===== src/sv/vng_pkg.sv =====
// vng_pkg: shared types and constants of the vertex normal generator
// no dependencies
package vng_pkg;

    localparam int MAX_VERTICES_DEF = 1024;
    localparam int C_W = 36;
    localparam int ACC_W = 20;
    localparam int N_W = 16;

    localparam logic [ACC_W-1:0] ACC_MAX = 20'h7FFFF;
    localparam logic [ACC_W-1:0] ACC_MIN = 20'h80000;
    localparam logic [N_W-1:0] ONE_Q14 = 16'd16384;
    localparam logic [5:0] FACE_EPS_SQ = 6'd43;
    localparam logic [5:0] VERT_EPS_SQ = 6'd3;

    typedef enum logic [1:0] {
        KIND_LOAD  = 2'd0,
        KIND_CLEAR = 2'd1,
        KIND_FACE  = 2'd2,
        KIND_READ  = 2'd3
    } t_kind;

    localparam logic RES_FACE = 1'b0;
    localparam logic RES_READ = 1'b1;

    typedef struct packed {
        t_kind              kind;
        logic [9:0]         vertex_index;
        logic signed [15:0] pos_x;
        logic signed [15:0] pos_y;
        logic signed [15:0] pos_z;
        logic               face_last;
    } t_in_item;

    typedef struct packed {
        logic               result_kind;
        logic signed [15:0] norm_x;
        logic signed [15:0] norm_y;
        logic signed [15:0] norm_z;
    } t_out_item;

    typedef logic [2:0][C_W-1:0] t_cvec;
    typedef logic [2:0][N_W-1:0] t_nvec;

endpackage


===== src/sv/vng_norm.sv =====
// vng_norm: vector normalizer, bit-serial square root and restoring divide
// depends on vng_pkg
module vng_norm import vng_pkg::*; (
    input  logic       i_clk,
    input  logic       i_rst_n,
    input  logic       i_start,
    input  t_cvec      i_c,
    input  logic [5:0] i_eps,
    output logic       o_done,
    output t_nvec      o_n
);

    typedef enum logic [6:0] {
        N_IDLE  = 7'b0000001,
        N_SHIFT = 7'b0000010,
        N_SQ    = 7'b0000100,
        N_CHK   = 7'b0001000,
        N_SQRT  = 7'b0010000,
        N_DLOAD = 7'b0100000,
        N_DIV   = 7'b1000000
    } t_nstate;

    t_nstate          r_state;
    logic [C_W-1:0]   r_m [3];
    logic [2:0]       r_neg;
    logic             r_shifted;
    logic [1:0]       r_k;
    logic [61:0]      r_prod;
    logic [63:0]      r_s;
    logic [63:0]      r_rs;
    logic [63:0]      r_rr;
    logic [63:0]      r_bit;
    logic [4:0]       r_cnt;
    logic [31:0]      r_rem;
    logic [14:0]      r_dbits;
    logic [14:0]      r_q;
    logic [3:0]       r_j;
    logic [N_W-1:0]   r_n [3];
    logic             r_done;

    logic [30:0]      m_sel;
    logic [31:0]      len;
    logic [32:0]      t_div;
    logic             ge;
    logic [14:0]      q_fin;
    logic [45:0]      numer;
    logic [63:0]      rr_bit;

    always_comb begin
        case (r_k)
            2'd0:    m_sel = r_m[0][30:0];
            2'd1:    m_sel = r_m[1][30:0];
            2'd2:    m_sel = r_m[2][30:0];
            default: m_sel = '0;
        endcase
        len    = r_rr[31:0];
        t_div  = {r_rem, r_dbits[14]};
        ge     = t_div >= {1'b0, len};
        q_fin  = {r_q[13:0], ge};
        numer  = {m_sel, 14'b0} + {15'b0, len[31:1]};
        rr_bit = r_rr + r_bit;
    end

    always_ff @(posedge i_clk) begin
        r_done <= 1'b0;
        if (!i_rst_n) begin
            r_state <= N_IDLE;
        end else begin
            unique case (r_state)
                N_IDLE: begin
                    if (i_start) begin
                        for (int i = 0; i < 3; i++) begin
                            r_neg[i] <= i_c[i][C_W-1];
                            r_m[i]   <= i_c[i][C_W-1] ? C_W'(-i_c[i]) : i_c[i];
                        end
                        r_shifted <= 1'b0;
                        r_state   <= N_SHIFT;
                    end
                end
                N_SHIFT: begin
                    if (r_m[0][C_W-1:31] != '0 || r_m[1][C_W-1:31] != '0 ||
                        r_m[2][C_W-1:31] != '0) begin
                        for (int i = 0; i < 3; i++) r_m[i] <= r_m[i] >> 1;
                        r_shifted <= 1'b1;
                    end else begin
                        r_k     <= '0;
                        r_s     <= '0;
                        r_state <= N_SQ;
                    end
                end
                N_SQ: begin
                    r_prod <= m_sel * m_sel;
                    if (r_k != 2'd0) r_s <= r_s + {2'b0, r_prod};
                    r_k <= r_k + 2'd1;
                    if (r_k == 2'd3) r_state <= N_CHK;
                end
                N_CHK: begin
                    if (!r_shifted && r_s < {58'b0, i_eps}) begin
                        r_n[0]  <= '0;
                        r_n[1]  <= '0;
                        r_n[2]  <= ONE_Q14;
                        r_done  <= 1'b1;
                        r_state <= N_IDLE;
                    end else begin
                        r_rs    <= r_s;
                        r_rr    <= '0;
                        r_bit   <= 64'h4000_0000_0000_0000;
                        r_cnt   <= '0;
                        r_state <= N_SQRT;
                    end
                end
                N_SQRT: begin
                    if (r_rs >= rr_bit) begin
                        r_rs <= r_rs - rr_bit;
                        r_rr <= (r_rr >> 1) + r_bit;
                    end else begin
                        r_rr <= r_rr >> 1;
                    end
                    r_bit <= r_bit >> 2;
                    r_cnt <= r_cnt + 5'd1;
                    if (r_cnt == 5'd31) begin
                        r_k     <= '0;
                        r_state <= N_DLOAD;
                    end
                end
                N_DLOAD: begin
                    if (r_rr == '0) begin
                        r_n[0]  <= '0;
                        r_n[1]  <= '0;
                        r_n[2]  <= ONE_Q14;
                        r_done  <= 1'b1;
                        r_state <= N_IDLE;
                    end else begin
                        r_rem   <= {1'b0, numer[45:15]};
                        r_dbits <= numer[14:0];
                        r_q     <= '0;
                        r_j     <= '0;
                        r_state <= N_DIV;
                    end
                end
                N_DIV: begin
                    if (ge) r_rem <= 32'(t_div - {1'b0, len});
                    else    r_rem <= t_div[31:0];
                    r_dbits <= r_dbits << 1;
                    r_q     <= q_fin;
                    r_j     <= r_j + 4'd1;
                    if (r_j == 4'd14) begin
                        r_n[r_k] <= r_neg[r_k] ? N_W'(-{1'b0, q_fin}) : {1'b0, q_fin};
                        if (r_k == 2'd2) begin
                            r_done  <= 1'b1;
                            r_state <= N_IDLE;
                        end else begin
                            r_k     <= r_k + 2'd1;
                            r_state <= N_DLOAD;
                        end
                    end
                end
                default: r_state <= N_IDLE;
            endcase
        end
    end

    assign o_done = r_done;
    assign o_n[0] = r_n[0];
    assign o_n[1] = r_n[1];
    assign o_n[2] = r_n[2];

endmodule


===== config.mk =====
export PLATFORM = sky130hd
export DESIGN_NAME = vng_norm
export DESIGN_NICKNAME = d
export VERILOG_FILES = /design/src/sv/vng_pkg.sv /design/src/sv/vng_norm.sv
export SDC_FILE = /design/constraint.sdc
export NUM_CORES = 2
export LEC_CHECK = 0
export BUFFER_PORTS_ARGS = -buffer_cell sky130_fd_sc_hd__buf_2
export CORE_ASPECT_RATIO = 0.9
export CORE_MARGIN = 3
export CORE_UTILIZATION = 55
export CTS_CLUSTER_SIZE = 25
export DETAILED_ROUTE_END_ITERATION = 6
export PLACE_DENSITY = 0.7
export SLEW_MARGIN = 20
export SYNTH_ARGS = -nofsm -noshare
export SYNTH_HDL_FRONTEND = slang
export SYNTH_SLANG_ARGS = --single-unit

===== constraint.sdc =====
create_clock -name i_clk -period 14.5 [get_ports i_clk]
set_input_delay 2.9 -clock i_clk [delete_from_list [all_inputs] [get_ports i_clk]]
set_output_delay 2.9 -clock i_clk [all_outputs]
set_load 0.005 [all_outputs]

======== Word-level counts from Yosys, hierarchy flattened ========
Memories as Yosys holds them, arrays and structs flattened.
Index checks and enable logic that the tools add are counted.
word-level totals
  output and inout bits ................... 49
  memory bits (writable) .................. 156
  memories kept ........................... 2
  logic and storage cells ................. 167
  flip-flop bits (word level) ............. 402
  bits of input ports ..................... 117
memories
  memory  depth  width  rd ports  clocked after memory_dff  wr ports  line            source
  r_m     3      36     3         0                         3         vng_norm.sv:24  logic [C_W-1:0] r_m [3];
  r_n     3      16     3         0                         3         vng_norm.sv:38  logic [N_W-1:0] r_n [3];
cells by class
  bitwise operators ....................... 6
  multipliers ............................. 1
  equal/unequal tests ..................... 23
  $add $sub $neg .......................... 13
  reduce and logical (&&, ||, !) cells .... 25
  order comparisons ....................... 4
  muxes and demuxes ....................... 78
operators by type and width
  operator                          count
  case mux 64 bit (2 select lines)  4
  two-way mux 64 bit                7
  two-way mux 36 bit                6
  negation 36 bit                   3
  case mux 31 bit (3 select lines)  1
  two-way mux 16 bit                5
  adder 63 x 64 -> 64 bit           1
  adder 64 x 62 -> 64 bit           1
  adder 64 bit                      1
  >= comparator 64 bit              1
  zero test 64 bit                  1
  < comparator 64 x 6 -> 1 bit      1
  two-way mux 32 bit                2
  case mux 32 bit (2 select lines)  1
  subtractor 64 bit                 1
  multiplier 31 x 31 -> 62 bit      1
  case mux 7 bit (7 select lines)   1
  adder 45 x 31 -> 46 bit           1
  two-way mux 7 bit                 6
  >= comparator 33 x 32 -> 1 bit    1
  subtractor 32 bit                 1
  case mux 15 bit (2 select lines)  1
  case mux 14 bit (2 select lines)  1
  two-way mux 1 bit                 26
  other kinds (43)                  75

======== Depth between registers and ports, before layout ========
An unclocked memory read counts as a cell.
  depth after elaboration ................. 9
  mapped depth ............................ 38

======== Least setup slack after synthesis ========
No wires, ideal clock.
  kind .................................... in2reg
  from .................................... in i_rst_n
  to ...................................... mem r_m[0][0], enable pin
  setup slack ............................. 2990 ps
  stages .................................. 3
  data arrival time ....................... 10786 ps
  path buffers ............................ 1
  cells stage by stage .................... clkbuf_1 nand2_1 o21ai_0
RTL lines
  what             line            source
  start, declared  vng_norm.sv:5   input logic i_rst_n,
  end, declared    vng_norm.sv:24

======== Worst setup path in the final report ========
  from .................................... reg r_k[0]
  to ...................................... reg r_prod[58] (data pin)
between the ends
  cells in the longest elaborated chain, start to end .. 3
  elaborated cells on any way between the ends .. 5
ends and longest elaborated chain
  what                                         line             source
  start, declared                              vng_norm.sv:27   logic [1:0] r_k;
  start signal, assigned                       vng_norm.sv:94   r_k <= r_k + 2'd1;
  start signal, assigned                       vng_norm.sv:153  r_k <= r_k + 2'd1;
  equality test 2 bit (tied with other cells)  vng_norm.sv:50   case (r_k)
  case mux 31 bit (3 select lines) (*)         vng_norm.sv:50
  multiplier 31 x 31 -> 62 bit (*)             vng_norm.sv:92   r_prod <= m_sel * m_sel;
  end signal, assigned                         vng_norm.sv:92
  end, declared                                vng_norm.sv:28   logic [61:0] r_prod;
Every way passes the cells marked *; elsewhere a longest branch is shown, timed or not.
A chain may end at the register's enable or synchronous reset.

==> flow_metrics.tcl <==
set metrics [dict create \
    status "complete, no violations" \
    setup_violations 0 \
    worst_hold_path.endpoint "r_dbits[1]" \
    max_clock_freq_mhz 82.9 \
    grt_pass1_wl_mm 308 \
    period_needed_ps 12070 \
    gp_congestion 1.04 \
    crit_path_start_kind "flop" \
    post_drt_wl_per_cell_um 23.2 \
    powerDensity_nw_per_um2 266 \
    worst_setup_path_end_kind "flop" \
    r2r_start "r_k[0]" \
    ff2ff_setup_slack_ps 2430 \
    cts_hold_buf 0 \
    post_cts_resized 0 \
    syn_inst 7102 \
    antenna_found_initial 8 \
    peakVddDrop_mv 0.611 \
    gr-usage-all-layers_pct 32.7 \
    cts_tree "built" \
    num_vias 52700 \
    finalHoldViolCount 0 \
    setup_slack_ps 2430 \
    ys_types 79 \
    syn_to_final_growth_pct 6.53 \
    numCtsBuffers 58 \
    crit_top_cell "fa_1" \
    multiInputGateArea_um2 44000 \
    dp_cells 8611 \
    fillerInstances 10200 \
    min_from "r_dbits[0]" \
    cts_root_buf "clkbuf_16" \
    ys_ff_latch 525 \
    port_buffers 165 \
    grt_pass1_vias 52300 \
    r2r_cells 32 \
    hold_path_class "reg2reg" \
    cts_max_level 2 \
    worst_ep_arrival_time_ps 12480 \
    synth_edf_count 517 \
    grt_max_degree 116 \
    yosysWarnings 0 \
    tightest_slew_ps 1190 \
    dp_slack_ps 2750 \
    synth_area_leaders "edfxtp_1, fa_1, ha_1, inv_1, nor2_1" \
    fp.dieW_um 368 \
    fin_crit_sh_pct 83.2 \
    yosys.area.top_type "edfxtp_1" \
    start_util_pct 55.8 \
    cp.required_ps 14910 \
    syn-cell-area_um2 64700 \
    drt_first_pass_iters 7 \
    clock_latency_ps 690 \
    cp_max_fo 18 \
    synth_top_area_share_pct 24.0 \
    relSlewSlack_pct 20.6 \
    fp.coreArea_um2 116000 \
    criticalPathCategory "reg2reg" \
    path_clk_slew_ps 60 \
    vias_per_cell 6.04 \
    skew_ps 53.3 \
    cts.sinks 525 \
    drtIter0Drc 5740 \
    regArea_um2 15700 \
    route.detailed.drc 0 \
    nets 8497 \
    drv_slew 0 \
    fin_tns_setup_ps 0 \
    r2r_end "r_prod[58]" \
    finalWirelength_mm 202 \
    hold_depth 2 \
    io_pins 166 \
    fp-row-count 118 \
    yosysMostFrequentCell "inv_1" \
    ys_seq_area_share_pct 24.2 \
    syn_nets 8487 \
    dp_hpwl_mm 160 \
    cts_buffer_depth 3 \
    dieHeight_um 331 \
    p_leak_uw 0.0311 \
    final_cells 8727 \
    rsz0062_at_grt "false" \
    drive_gt1_share_pct 5.42 \
    ant_nets 0 \
    cap_viol_max_count 0 \
    synth_commonest_cells "inv_1, fa_1, nor2_1" \
    critPathMaxStageDelay_ps 990 \
    grt_overflow 0 \
    cts_setup_buffers 0 \
    synth-async-reset-ratio_pct 0 \
    dieArea_um2 122000 \
    p_total_uw 18300 \
    ys.flop_type "edfxtp_1" \
    post_synth.cell_area_avg_um2 9.11 \
    critPathSlowestCell "clkinv_1" \
]
## routing by layer
metal | wire length (µm) | share of wire [%] | global-route usage (%)
met4 | 11800 | 5.8 | 15.7
met1 | 81900 | 40 | 44.6
met3 | 21900 | 11 | 8.42
met2 | 86700 | 43 | 49.0
met5 | 47 | 0.023 | 0
## critical path: cells and delay by family (launching register included)
kind            cells  cell delay (ps)
flops               1              440
simple gates        4             1580
xor+xnor            1              130
buf+inv             8             1690
compound gates      9             3330
fa+ha+maj          10             4640
## how the worst max path moves through the flow
stage | start | to | slack, ps
2_1_floorplan | i_rst_n | r_m[0][0] | 2990
3_3_place_gp | r_k[0] | r_prod[57] | 2770
3_5_place_dp | r_k[0] | r_prod[58] | 2750
4_1_cts | r_k[0] | r_prod[58] | 2780
5_1_grt | r_k[0] | r_prod[58] | 1890
6_report | r_k[0] | r_prod[58] | 2430
## cells by family after synthesis
kind of cell	Yosys count	share of synthesized area [%]
AOI/OAI and AO/OA	1418	13.7
xor gates and xnor gates	480	6.50
adders and majority gates	1268	33.2
buffers and inverters	1348	7.82
DFF	525	24.2
muxes	21	0.335
and+or+nand+nor	2042	14.2
## sequential cells by signal, indices dropped and copies added, names as in the netlist
| name | cells |
|---|---|
| r_s | 64 |
| r_neg | 3 |
| r_cnt | 5 |
| r_rs | 64 |
| r_j | 4 |
| r_prod | 61 |
| r_dbits | 15 |
| r_m | 108 |
| r_rr | 64 |
| r_rem | 32 |
| r_n | 48 |
| o_done | 1 |
| r_state | 7 |
| r_k | 2 |
| r_shifted | 1 |
| r_bit | 32 |
| r_q | 14 |
## metrics by stage
step                utilization, %  hold slack (ps)  instance area (µm²)
floorplan                        -              484                64700
global placement              57.8              506                66900
detailed placement            57.8              517                66900
CTS                           59.4              532                68900
global route                  59.5              543                68900
finish                        59.5              528                68900
## area by class of cell
class / instances / share of cell area, %
diodes: 5 / 0.0182
clock buffers: 64 / 2.20
clock inverters: 46 / 0.606
inverters: 1075 / 5.86
multi-input cells: 5229 / 63.9
flip-flops and latches: 525 / 22.8
well taps: 1560 / 2.83
repair buffers: 223 / 1.85
## layout by cell type (no fill, tap or decap), types with 22 or more instances in the layout
cell type / Yosys / layout
inv_1: 1065 / 1064
fa_1: 751 / 751
nor2_1: 737 / 733
nand2_1: 691 / 691
ha_1: 517 / 517
edfxtp_1: 517 / 517
a21oi_1: 438 / 437
o21ai_0: 316 / 315
xor2_1: 243 / 243
xnor2_1: 237 / 237
buf_2: 1 / 165
a21o_1: 142 / 142
and2_1: 94 / 94
a31oi_1: 93 / 93
nand4_1: 86 / 86
o21bai_1: 71 / 71
nor3_1: 70 / 69
a211oi_1: 62 / 62
nand3_1: 62 / 61
clkbuf_16: 0 / 60
o31ai_1: 58 / 58
buf_4: 0 / 57
nor4_1: 56 / 56
nand2b_1: 54 / 54
and3_1: 39 / 38
or3_1: 37 / 37
nor2b_1: 37 / 37
a22oi_1: 34 / 34
o21a_1: 30 / 28
o41ai_1: 23 / 23
or4_1: 23 / 23
a21boi_0: 22 / 22
## where the power goes
part | total (µW) | internal, µW | switching [µW]
Clock | 1520 | 849 | 669
Sequential | 2340 | 2320 | 24.1
Combinational | 14400 | 5620 | 8820
Note: power is estimated with default switching activity, not from simulation.
